[src/hw/rtl/hdlcd_pkg.sv]
// Shared types and constants for the HDLC receive bit destuffer.
// Used by the front, queue, back and top level modules; no dependencies.
package hdlcd_pkg;

  // Result kinds
  localparam logic [1:0] KIND_DATA  = 2'd0;
  localparam logic [1:0] KIND_FLAG  = 2'd1;
  localparam logic [1:0] KIND_ABORT = 2'd2;

  localparam logic [7:0] FLAG_PATTERN = 8'h7E;
  localparam logic [3:0] RUN_MAX      = 4'd8;
  localparam logic [3:0] RUN_STUFF    = 4'd5;
  localparam logic [3:0] RUN_FLAG     = 4'd6;
  localparam logic [3:0] COUNT_MAX    = 4'd15;
  localparam logic [3:0] OCTET_BITS   = 4'd8;

  // One result event
  typedef struct packed {
    logic [1:0] kind;
    logic [7:0] data_byte;
  } hdlcd_ev_t;

  // Queue entry: results caused by one input octet (one or two)
  typedef struct packed {
    logic      two;
    hdlcd_ev_t ev0;
    hdlcd_ev_t ev1;
  } hdlcd_entry_t;

endpackage

[src/hw/rtl/hdlcd_front.sv]
// Front end: accepts raw octets, runs the eight-bit destuff/flag/abort logic
// and pushes the resulting events into the queue. Depends on hdlcd_pkg.
module hdlcd_front (
  input  logic                  clk,
  input  logic                  rst_n,
  input  logic                  in_valid,
  output logic                  in_ready,
  input  logic [7:0]            in_raw_bits,
  output logic                  push,
  output hdlcd_pkg::hdlcd_entry_t push_entry,
  input  logic                  q_full
);
  import hdlcd_pkg::*;

  logic [3:0] ones_run_r, ones_run_nxt;
  logic [7:0] asm_r, asm_nxt;
  logic [3:0] bits_r, bits_nxt;
  logic [1:0] n_ev;
  hdlcd_ev_t  ev [2];
  logic       accept;

  assign in_ready = !q_full;
  assign accept   = in_valid && in_ready;

  // Unrolled bit walk, MSB first
  always_comb begin
    logic [3:0] run;
    logic [7:0] asm_v;
    logic [3:0] cnt;
    logic [1:0] n;
    logic       b;
    run   = ones_run_r;
    asm_v = asm_r;
    cnt   = bits_r;
    n     = 2'd0;
    ev[0] = '{kind: KIND_DATA, data_byte: 8'h00};
    ev[1] = '{kind: KIND_DATA, data_byte: 8'h00};
    for (int i = 7; i >= 0; i--) begin
      b = in_raw_bits[3'(i)];
      if (b) begin
        if (run < RUN_MAX) run = run + 4'd1;
        asm_v = {asm_v[6:0], 1'b1};
        if (cnt < COUNT_MAX) cnt = cnt + 4'd1;
      end else begin
        if (run < RUN_STUFF) begin
          asm_v = {asm_v[6:0], 1'b0};
          if (cnt < COUNT_MAX) cnt = cnt + 4'd1;
        end else if (run == RUN_FLAG) begin
          asm_v = {asm_v[6:0], 1'b0};
          if (asm_v == FLAG_PATTERN && n < 2'd2) begin
            ev[n[0]] = '{kind: KIND_FLAG, data_byte: 8'h00};
            n = n + 2'd1;
          end
          asm_v = 8'h00;
          cnt   = 4'd0;
        end else if (run >= RUN_MAX) begin
          if (n < 2'd2) begin
            ev[n[0]] = '{kind: KIND_ABORT, data_byte: 8'h00};
            n = n + 2'd1;
          end
          asm_v = 8'h00;
          cnt   = 4'd0;
        end
        run = 4'd0;
      end
      // full octet assembled outside an abort run
      if (cnt == OCTET_BITS && run < RUN_MAX) begin
        if (n < 2'd2) begin
          ev[n[0]] = '{kind: KIND_DATA, data_byte: asm_v};
          n = n + 2'd1;
        end
        asm_v = 8'h00;
        cnt   = 4'd0;
      end
    end
    ones_run_nxt = run;
    asm_nxt      = asm_v;
    bits_nxt     = cnt;
    n_ev         = n;
  end

  assign push           = accept && (n_ev != 2'd0);
  assign push_entry.two = n_ev[1];
  assign push_entry.ev0 = ev[0];
  assign push_entry.ev1 = ev[1];

  // Line state
  always_ff @(posedge clk) begin
    if (!rst_n) begin
      ones_run_r <= 4'd0;
      asm_r      <= 8'h00;
      bits_r     <= 4'd0;
    end else if (accept) begin
      ones_run_r <= ones_run_nxt;
      asm_r      <= asm_nxt;
      bits_r     <= bits_nxt;
    end
  end

  a_run_sat: assert property (@(posedge clk) disable iff (!rst_n)
    ones_run_r <= RUN_MAX)
    else $error("ones run above saturation");

  // a full octet can only sit in the register during an abort run
  a_octet_held: assert property (@(posedge clk) disable iff (!rst_n)
    bits_r >= OCTET_BITS |-> ones_run_r == RUN_MAX)
    else $error("assembled octet not emitted");

endmodule

[src/hw/rtl/hdlcd_queue.sv]
// Short queue of event entries between front and back ends.
// Depends on hdlcd_pkg for the entry type.
module hdlcd_queue #(
  parameter int DEPTH = 4
) (
  input  logic                    clk,
  input  logic                    rst_n,
  input  logic                    push,
  input  hdlcd_pkg::hdlcd_entry_t push_entry,
  output logic                    full,
  input  logic                    pop,
  output logic                    empty,
  output hdlcd_pkg::hdlcd_entry_t head
);
  import hdlcd_pkg::*;

  localparam int PW = (DEPTH > 1) ? $clog2(DEPTH) : 1;
  localparam int CW = $clog2(DEPTH + 1);

  hdlcd_entry_t  mem_r [DEPTH];
  logic [PW-1:0] wr_ptr_r, wr_ptr_nxt;
  logic [PW-1:0] rd_ptr_r, rd_ptr_nxt;
  logic [CW-1:0] count_r, count_nxt;
  logic          do_push, do_pop;

  assign full    = (count_r == CW'(DEPTH));
  assign empty   = (count_r == '0);
  assign do_push = push && !full;
  assign do_pop  = pop && !empty;
  assign head    = mem_r[rd_ptr_r];

  // Pointer wrap
  always_comb begin
    wr_ptr_nxt = wr_ptr_r;
    rd_ptr_nxt = rd_ptr_r;
    count_nxt  = count_r;
    if (do_push)
      wr_ptr_nxt = (wr_ptr_r == PW'(DEPTH - 1)) ? '0 : wr_ptr_r + PW'(1);
    if (do_pop)
      rd_ptr_nxt = (rd_ptr_r == PW'(DEPTH - 1)) ? '0 : rd_ptr_r + PW'(1);
    if (do_push && !do_pop)      count_nxt = count_r + CW'(1);
    else if (do_pop && !do_push) count_nxt = count_r - CW'(1);
  end

  always_ff @(posedge clk) begin
    if (!rst_n) begin
      wr_ptr_r <= '0;
      rd_ptr_r <= '0;
      count_r  <= '0;
    end else begin
      wr_ptr_r <= wr_ptr_nxt;
      rd_ptr_r <= rd_ptr_nxt;
      count_r  <= count_nxt;
    end
  end

  // Storage, no reset
  always_ff @(posedge clk) begin
    if (do_push) mem_r[wr_ptr_r] <= push_entry;
  end

  a_count_bound: assert property (@(posedge clk) disable iff (!rst_n)
    count_r <= CW'(DEPTH))
    else $error("queue count overflow");

endmodule

[src/hw/rtl/hdlcd_back.sv]
// Back end: serializes queue entries into one result per transaction,
// marking the final result of each input. Depends on hdlcd_pkg.
module hdlcd_back (
  input  logic                    clk,
  input  logic                    rst_n,
  input  logic                    q_empty,
  input  hdlcd_pkg::hdlcd_entry_t head,
  output logic                    pop,
  output logic                    out_valid,
  input  logic                    out_ready,
  output logic [1:0]              out_kind,
  output logic [7:0]              out_data_byte,
  output logic                    out_last
);
  import hdlcd_pkg::*;

  logic      sel_r, sel_nxt;
  hdlcd_ev_t cur;
  logic      fire;

  assign out_valid     = !q_empty;
  assign cur           = sel_r ? head.ev1 : head.ev0;
  assign out_kind      = cur.kind;
  assign out_data_byte = cur.data_byte;
  assign out_last      = sel_r || !head.two;
  assign fire          = out_valid && out_ready;
  assign pop           = fire && out_last;

  // Second-result select
  always_comb begin
    sel_nxt = sel_r;
    if (fire) sel_nxt = !out_last;
  end

  always_ff @(posedge clk) begin
    if (!rst_n) sel_r <= 1'b0;
    else        sel_r <= sel_nxt;
  end

  a_sel_has_entry: assert property (@(posedge clk) disable iff (!rst_n)
    sel_r |-> out_valid && head.two)
    else $error("second result selected without a two-result entry");

  a_last_resets_sel: assert property (@(posedge clk) disable iff (!rst_n)
    out_valid && out_ready && out_last |=> !sel_r)
    else $error("select not cleared after final result");

endmodule

[src/hw/rtl/hdlc_bit_destuffer_rx_top.sv]
// Top level of the HDLC receive bit destuffer with flag and abort detection.
// Depends on hdlcd_pkg, hdlcd_front, hdlcd_queue and hdlcd_back.
//
//  Channel | Ports                                    | Direction
//  --------+------------------------------------------+----------
//  input   | in_valid, in_ready, in_raw_bits          | in
//  result  | out_valid, out_ready, out_kind,          | out
//          | out_data_byte, out_last                  |
//
// One raw octet is accepted per cycle while the queue has room; its bits are
// walked combinationally by the front end. Each input yields zero, one or two
// results, sent one per cycle by the back end while out_ready is high, so
// sustained rate is one octet per cycle with at most one result per octet.
// Reset (rst_n low, synchronous) clears line state, queue and select.
// A stalled result channel fills the queue (QUEUE_DEPTH entries), then
// in_ready drops.
module hdlc_bit_destuffer_rx_top #(
  parameter int QUEUE_DEPTH = 4
) (
  input  logic       clk,
  input  logic       rst_n,
  input  logic       in_valid,
  output logic       in_ready,
  input  logic [7:0] in_raw_bits,
  output logic       out_valid,
  input  logic       out_ready,
  output logic [1:0] out_kind,
  output logic [7:0] out_data_byte,
  output logic       out_last
);
  import hdlcd_pkg::*;

  logic         push, pop, q_full, q_empty;
  hdlcd_entry_t push_entry, head;

  hdlcd_front u_front (
    .clk        (clk),
    .rst_n      (rst_n),
    .in_valid   (in_valid),
    .in_ready   (in_ready),
    .in_raw_bits(in_raw_bits),
    .push       (push),
    .push_entry (push_entry),
    .q_full     (q_full)
  );

  hdlcd_queue #(.DEPTH(QUEUE_DEPTH)) u_queue (
    .clk       (clk),
    .rst_n     (rst_n),
    .push      (push),
    .push_entry(push_entry),
    .full      (q_full),
    .pop       (pop),
    .empty     (q_empty),
    .head      (head)
  );

  hdlcd_back u_back (
    .clk          (clk),
    .rst_n        (rst_n),
    .q_empty      (q_empty),
    .head         (head),
    .pop          (pop),
    .out_valid    (out_valid),
    .out_ready    (out_ready),
    .out_kind     (out_kind),
    .out_data_byte(out_data_byte),
    .out_last     (out_last)
  );

endmodule

[config.mk]
export PLATFORM = sky130hd
export DESIGN_NAME = hdlc_bit_destuffer_rx_top
export DESIGN_NICKNAME = d
export VERILOG_FILES = /design/src/hw/rtl/hdlcd_pkg.sv /design/src/hw/rtl/hdlcd_front.sv /design/src/hw/rtl/hdlcd_queue.sv /design/src/hw/rtl/hdlcd_back.sv /design/src/hw/rtl/hdlc_bit_destuffer_rx_top.sv
export SDC_FILE = /design/constraint.sdc
export NUM_CORES = 1
export LEC_CHECK = 0
export BUFFER_PORTS_ARGS = -buffer_cell sky130_fd_sc_hd__buf_4
export CORE_MARGIN = 2
export CORE_UTILIZATION = 25
export DETAILED_ROUTE_END_ITERATION = 10
export PLACE_DENSITY = 0.52
export SYNTH_ARGS = -nofsm -noshare
export SYNTH_HDL_FRONTEND = slang
export SYNTH_SLANG_ARGS = --single-unit
[constraint.sdc]
create_clock -name clk -period 6.85 [get_ports clk]
set_input_delay 0.685 -clock clk [delete_from_list [all_inputs] [get_ports clk]]
set_output_delay 0.685 -clock clk [all_outputs]
set_load 0.05 [all_outputs]
==> flow_summary.yaml <==
synthesis:
  synth_enable_flop_cells: 72
  ys_warn_count: 0
  syn_avg_cell_area_um2: 11.0
  synth_nets: 551
  netlist_area_um2: 5720
  syn_inst: 520
  yosys_most_used_dff: "edfxtp_1"
  ys_ff_latch: 97
  yosysSeqAreaShare_pct: 46.5
  async_flop_share_pct: 0
  ys_types: 81
die:
  die-width_um: 155
  rows: 55
  ioPinCount: 25
  core_um2: 22600
  initial_utilization_pct: 25.4
  die_height_um: 155
  die_area_um2: 24100
finish:
  num-fill-cells: 2276
  final_nets: 628
  layout.area.seq_um2: 2670
  n_antenna_cell: 0
  instances_no_fill: 887
  layout_common_cells: "buf_4, edfxtp_1, nand2_1"
  multi_input_area_um2: 3070
  mostFrequentLayoutCell: "buf_4"
  fin_util_pct: 31.8
  area_delta_synth_final_pct: 25.5
  drive_gt1_share_pct: 32.7
power:
  power_density_nw_per_um2: 516
  leakagePower_uw: 0.00247
  power_uw: 3710
  max-vdd-ir-drop_mv: 0.354
hold_path:
  worstHoldStart: "u_front.asm_r[1]$_SDFFE_PN0P_"
  hp-class: "register to register"
drt:
  drc: 0
  routed_wl_um: 14300
  via_per_inst: 4.92
  wl_per_cell_um: 16.1
  dr.pass1.iters: 5
  antenna_left: 0
  drt_iter0_markers: 329
  vias: 4368
clocking:
  clock_latency_ns: 0.34
  cts_root_buf: "clkbuf_16"
  cts_tree: "yes"
  cts_buffers: 9
  cts_hold_buf: 0
  clk_pin_slew_ns: 0.07
  cts_sinks: 97
  cts_max_path_buffers: 2
  htree_levels: 3
timing:
  max_freq_mhz: 152
  worst_slew_pin_slew_ns: 0.923
  slew_headroom_pct: 38.3
  finClkSkew_ns: 0.00890
  hold_viol: 0
  setup_viol: 0
  min_period_ns: 6.57
  fin_crit_sh_pct: 95.9
  slew_violations: 0
worst_setup_path:
  cp-startpoint: "u_front.bits_r[0]$_SDFFE_PN0P_"
  r2r-start: "u_front.bits_r[0]$_SDFFE_PN0P_"
  setup.worst_path.end_class: "register"
  cp-start-kind: "register"
  worst_ep_required_time_ns: 7.11
  arrival_ns: 6.82
  cp_common_cell: "ha_4"
  path_max_fanout: 5
  critPathSlowestCell: "dfxtp_4"
  cp_slowest_stage_delay_ns: 0.36
  crit_type: "register to register"
global_routing:
  antenna_found_initial: 0
  gr-total-overflow: 0
  track_usage_pct: 11.9
  grt_use_met2_pct: 20.4
  met1_usage_pct: 15.4
  use_met3_pct: 1.67
  grt_pass1_vias: 4385
  grt_max_degree: 20
  busiest_layer: "met2"
  grt_pass1_wl_um: 22800
placement:
  gp_congestion: 0.864
  dp_cells: 864
  numPortBuffers: 19
  dp_hpwl_um: 10400
status:
  status: "finished, final reports clean"
job:
  cap_violations: 0
[cell usage after synthesis, types with 6 or more instances]
master | count | area, um^2
edfxtp_1 | 72 | 2160
nand2_1 | 57 | 214
nor2_1 | 47 | 176
a21oi_1 | 32 | 160
dfxtp_1 | 25 | 500
o21ai_0 | 25 | 125
ha_1 | 18 | 225
mux4_2 | 18 | 405
inv_1 | 16 | 60.1
mux2i_1 | 15 | 150
mux2_2 | 11 | 124
nand3_1 | 11 | 55.1
clkbuf_1 | 10 | 37.5
and2_1 | 9 | 56.3
nor3_1 | 8 | 40.0
a31oi_1 | 7 | 43.8
nand2b_1 | 6 | 37.5
or3_1 | 6 | 37.5
[registers in the layout (all words and copies together) (netlist names), named ones only]
name                flops
u_front.asm_r           8
u_queue.rd_ptr_r        2
u_front.ones_run_r      3
u_queue.count_r         3
u_queue.wr_ptr_r        2
u_back.sel_r            1
u_queue.mem_r          72
u_front.bits_r          4
[cell type report]
type | instances | area share, %
Clock inverter | 7 | 1.60
Tap cell | 285 | 4.97
Multi-Input combinational cell | 382 | 42.7
Inverter | 19 | 1.20
Timing Repair Buffer | 88 | 9.20
Sequential cell | 97 | 37.2
Clock buffer | 9 | 3.14
[critical path, delay by kind of cell, from the launching register on]
| kind | cells | cell delay, ns |
|---|---|---|
| buffers and inverters | 6 | 0.39 |
| AOI/OAI and AO/OA | 12 | 2.10 |
| xor gates and xnor gates | 1 | 0.18 |
| DFF | 1 | 0.36 |
| adders and majority gates | 7 | 1.28 |
| and+or+nand+nor | 12 | 2.18 |
[what timing repair did]
item                                    CTS  global route
hold endpoints to repair                  0             0
endpoints found under the setup margin    2             2
pin swaps                                 7            21
buffers inserted                          0             8
resized for setup                         8            23
[final timing paths]
kind                                          end  slack, ns  depth (start not counted)
setup / recovery  u_queue.count_r[2]$_SDFFE_PN0P_       0.28                         38
hold / removal      u_front.asm_r[1]$_SDFFE_PN0P_       0.50                          2
setup reg to reg  u_queue.count_r[2]$_SDFFE_PN0P_       0.28                         38
hold reg to reg     u_front.asm_r[1]$_SDFFE_PN0P_       0.50                          2
[layer usage]
layer / wire length [um] / share of wire (%) / vias to the layer above
li1: - / - / 2138
met1: 6450 / 45 / 2116
met2: 7030 / 49 / 89
met3: 471 / 3.3 / 25
met4: 304 / 2.1 / 0
met5: 0 / 0 / -
[cells by family after synthesis]
family / synth area share, %
buf+inv: 3.65
flops: 46.5
other cells: 0.0655
mux: 12.1
simple gates: 18.3
xor+xnor: 0.612
fa+ha+maj: 4.29
compound gates: 14.5
[power by group]
group	total [uW]	switching, uW	internal (uW)	leakage [uW]
clock network	568	211	357	0.000166
logic	2330	1260	1080	0.00148
registers	805	49.3	756	0.000825
total	3710	1520	2190	0.00247
[stage by stage]
| step | hold slack (ns) | TNS [ns] | instance area (um^2) | setup WS [ns] |
|---|---|---|---|---|
| final | 0.504 | 0 | 7180 | 0.283 |
| after floorplan | 0.467 | 0 | 5810 | 0.00984 |
| after global routing | 0.534 | -0.0329 | 7180 | -0.0329 |
| after global placement | 0.478 | -0.0315 | 6630 | -0.0315 |
| after detailed placement | 0.496 | -0.266 | 6630 | -0.266 |
| after CTS | 0.506 | 0 | 7000 | 0.0164 |
No activity file was read; power rests on OpenSTA's default activity.
